File: src/rbd_ram.sv
`timescale 1ns / 1ps
`default_nettype none

module rbd_ram #(
    parameter int WIDTH = 8,
    parameter int DEPTH = 256
) (
    input  wire logic                     clk,
    input  wire logic                     we,
    input  wire logic [$clog2(DEPTH)-1:0] waddr,
    input  wire logic [WIDTH-1:0]         wdata,
    input  wire logic [$clog2(DEPTH)-1:0] raddr,
    output logic      [WIDTH-1:0]         rdata
);

    logic [WIDTH-1:0] mem [DEPTH];

    always_ff @(posedge clk)
    begin
        if (we)
        begin
            mem[waddr] <= wdata;
        end
        rdata <= mem[raddr];
    end

endmodule

`default_nettype wire

File: config.mk
export PLATFORM = sky130hd
export DESIGN_NAME = rbd_ram
export DESIGN_NICKNAME = d
export VERILOG_FILES = /design/src/rbd_ram.sv
export SDC_FILE = /design/constraint.sdc
export NUM_CORES = 2
export LEC_CHECK = 0
export ABC_AREA = 0
export BUFFER_PORTS_ARGS = -buffer_cell sky130_fd_sc_hd__buf_2
export CAP_MARGIN = 10
export CORE_MARGIN = 10
export CORE_UTILIZATION = 25
export DETAILED_ROUTE_END_ITERATION = 16
export PLACE_DENSITY = 0.42
export SYNTH_ARGS = -nofsm -noshare
export SYNTH_HDL_FRONTEND = slang
export SYNTH_SLANG_ARGS = --single-unit
File: constraint.sdc
create_clock -name clk -period 2.07 [get_ports clk]
set_clock_uncertainty 0.1 [all_clocks]
set_input_delay 0.1035 -clock clk [delete_from_list [all_inputs] [get_ports clk]]
set_output_delay 0.1035 -clock clk [all_outputs]
set_load 0.005 [all_outputs]
==> run metrics <==
outcome=complete, but fails checks; failing checks=setup timing; Leak=31.7 nW; Post-CTS Repair Setup Buffers=0; Synth Flop Type=edfxtp_1; pin count of the biggest net entering global routing=130; CP most frequent cell=mux4_2; synth cell count leaders=edfxtp_1 (2048), mux4_2 (454), nor2_1 (282), mux2i_1 (134), a22oi_1 (133); core area=0.318 mm²; Iter 0 DRT Violations=3754; Clk Tree Root Cell=clkbuf_16; PortBufs=33; CP max stage cell=mux4_2; critical path endpoint category=register; DR WL/cell=27.0 µm; Hold Vio Cnt, Final=0; via count=41100; gr ovfl total=0; fin. max-slew vios=0; Post-Synth Adder-Cell Area=0; RSZ-0062 raised after global routing=yes; post-synthesis compound-gate area fraction=0.0342; CP max FO=1; largest cells by area after synthesis=edfxtp_1 (77%), mux4_2 (13%), mux2i_1 (1.7%); first-pass GRT wire length=340 mm; R2R cell count=6; htree depth=4; Clock Latency Late Sink=920 ps; Mapped Avg Cell Area=21.3 µm²; io pins=34; vias in the first global route=42200; Worst EP required=2720 ps; TritonCTS buffer count=225; Starting Density=0.251; Die Y=584 µm; FF-to-FF End=rdata[1]$_DFF_P_; worst hold endpoint=mem[192][6]$_DFFE_PP_; Yosys reg bits=2056; most common cell in the netlist=edfxtp_1; YS warnings=0; Clock Sinks=2056; largest family of logic cells by synthesized area=multiplexers; sequential element share of the synthesized area=0.775; setup violators final=7; post-synthesis simple-gate area fraction=0.0263; Setup WS pre-CTS=-1320 ps; dominant cell type by area after synthesis=edfxtp_1; Syn Std Cell Area=0.0796 mm²; maximum buffer depth of the clock tree=4; r2r startpoint=mem[65][1]$_DFFE_PP_; Die W=584 µm; Syn Nets=3759; fmax=0.424 GHz; via/cell ratio=4.59; Post-Syn Instances=3733; gpl congestion=0.789; Worst-path clk slew=60 ps; worst hold stages=6; FF+latch area=0.0617 mm²; Slew @ Worst Pin=938 ps; arrival time worst endpoint=3000 ps; relative slew slack=0.375; Min-Delay Startpoint=waddr[2]; library cells used by synthesis=55; Placement Rows=207; Routed Antenna Nets=0; Setup WS post-layout=-287 ps; VDD IR-drop max=0.000694 V; final worst-path cycle share=1.14; Multi-input gate area=0.0172 mm²; top cell type's share of synthesized area=0.773; Post-Synth XOR/XNOR Area=0; GRT Total Usage=0.138; drc violations=0; fill count=30700; final WL=241 mm; Tmin final=2360 ps; CP top delay family=multiplexers; pwr dens=921 mW/mm²; Bufs and invs on worst path=1; 1st-pass router iterations=5; Max-Cap Viols=0; HP Class=in2reg; DPL Wire Length=161 mm; layout cells sized above 1=0.363; die footprint=0.341 mm²; Setup crit start kind=register; area grow syn2layout=24.7%; crit path cell chain=mux4_2 -> mux4_2 -> nor2b_4 -> nor4_4 -> buf_4 -> nor4_2; Post-synth EDFFs=2048; TritonCTS clock tree=done; R2R Setup Slk=-290 ps; placed instance area=0.0910 mm²; initial antenna violation count=18; final non-filler cell area=0.0992 mm²; CP Class=reg2reg; Async SR Flop Fraction=0; Final nets=4606; mux share of post-synthesis cell area=0.146; Slowest Stage Delay on Critical Path=520 ps
==> layer usage <==
layer / routed length (µm) / share of wire / GRT usage / vias to the layer above
li1: - / - / - / 17500
met1: 107000 / 0.44 / 0.190 / 22300
met2: 116000 / 0.48 / 0.228 / 1044
met3: 12000 / 0.050 / 0.0215 / 296
met4: 6460 / 0.027 / 0.0381 / 0
met5: 0 / 0 / 0 / -
==> layout make-up <==
class / instances / share of cell area
clock inverters: 157 / 0.0153
inverters: 2 / 0.0000757
well taps: 4180 / 0.0527
repair buffers: 853 / 0.0788
diodes: 12 / 0.000303
clock buffers: 254 / 0.0581
flip-flops and latches: 2056 / 0.622
multi-input cells: 1442 / 0.173
==> through the flow <==
stage                     TNS [ps]  power [mW]   util  hold slack, ps  cells
after floorplan             -0.268        49.1      -             102   3733
after global placement       -9300        52.2  0.287             307   8510
after detailed placement     -9220        52.3  0.287             304   8510
final                        -1260        91.4  0.312            78.8   8956
after CTS                    -1670        92.5  0.312            7.57   8944
after global routing         -1650        94.3  0.312            50.8   8952
==> what timing repair did <==
item	4_1_cts	5_1_grt
pin swaps	29	26
hold buffers	27	0
gates resized for setup	75	37
hold endpoints to repair	2681	0
setup endpoints to repair	8	136
==> cells by family (layout without fill, tap and decap cells) <==
kind of cell | Yosys count | after routing
other cells | 0 | 12
buf+inv | 235 | 1266
mux | 591 | 591
flops | 2056 | 2056
compound gates | 385 | 385
simple gates | 466 | 466
==> power by group <==
group          internal [mW]  total (mW)  switching (mW)
clock                   23.1        39.9            16.8
combinational           2.21        5.48            3.26
sequential              45.9        46.0           0.127
total                   71.2        91.4            20.2
==> cell usage in the layout (no fill, tap or decap), types with 49 or more instances in the layout <==
cell and count:
buf_4 691, clkinv_2 59, nor2_1 275, mux4_2 454, clkinv_1 49, clkbuf_16 226, edfxtp_1 2048, buf_12 105
a22oi_1 124, mux2i_1 133, a21oi_1 91
==> worst reg2reg max path, stage by stage, from the launching register on <==
cell	delay, ps
edfxtp_1	370
mux4_2	520
mux4_2	510
nor2b_4	170
nor4_4	280
buf_4	200
nor4_2	50
==> worst max-delay path by stage <==
stage                                    start               end  slack, ps  cells past startpoint
after floorplan                       raddr[1]  rdata[2]$_DFF_P_       -0.3                      9
final                     mem[65][1]$_DFFE_PP_  rdata[1]$_DFF_P_       -290                      6
after global placement                raddr[2]  rdata[1]$_DFF_P_      -1390                     10
after CTS                 mem[65][1]$_DFFE_PP_  rdata[1]$_DFF_P_       -300                      6
after detailed placement              raddr[0]  rdata[5]$_DFF_P_      -1320                      9
after global routing      mem[67][1]$_DFFE_PP_  rdata[1]$_DFF_P_       -370                      6
==> registers in the layout, indices dropped and copies added, names as in the netlist <==
name,cells
rdata,8
mem,2048
Power figures use the tool's default switching activity.
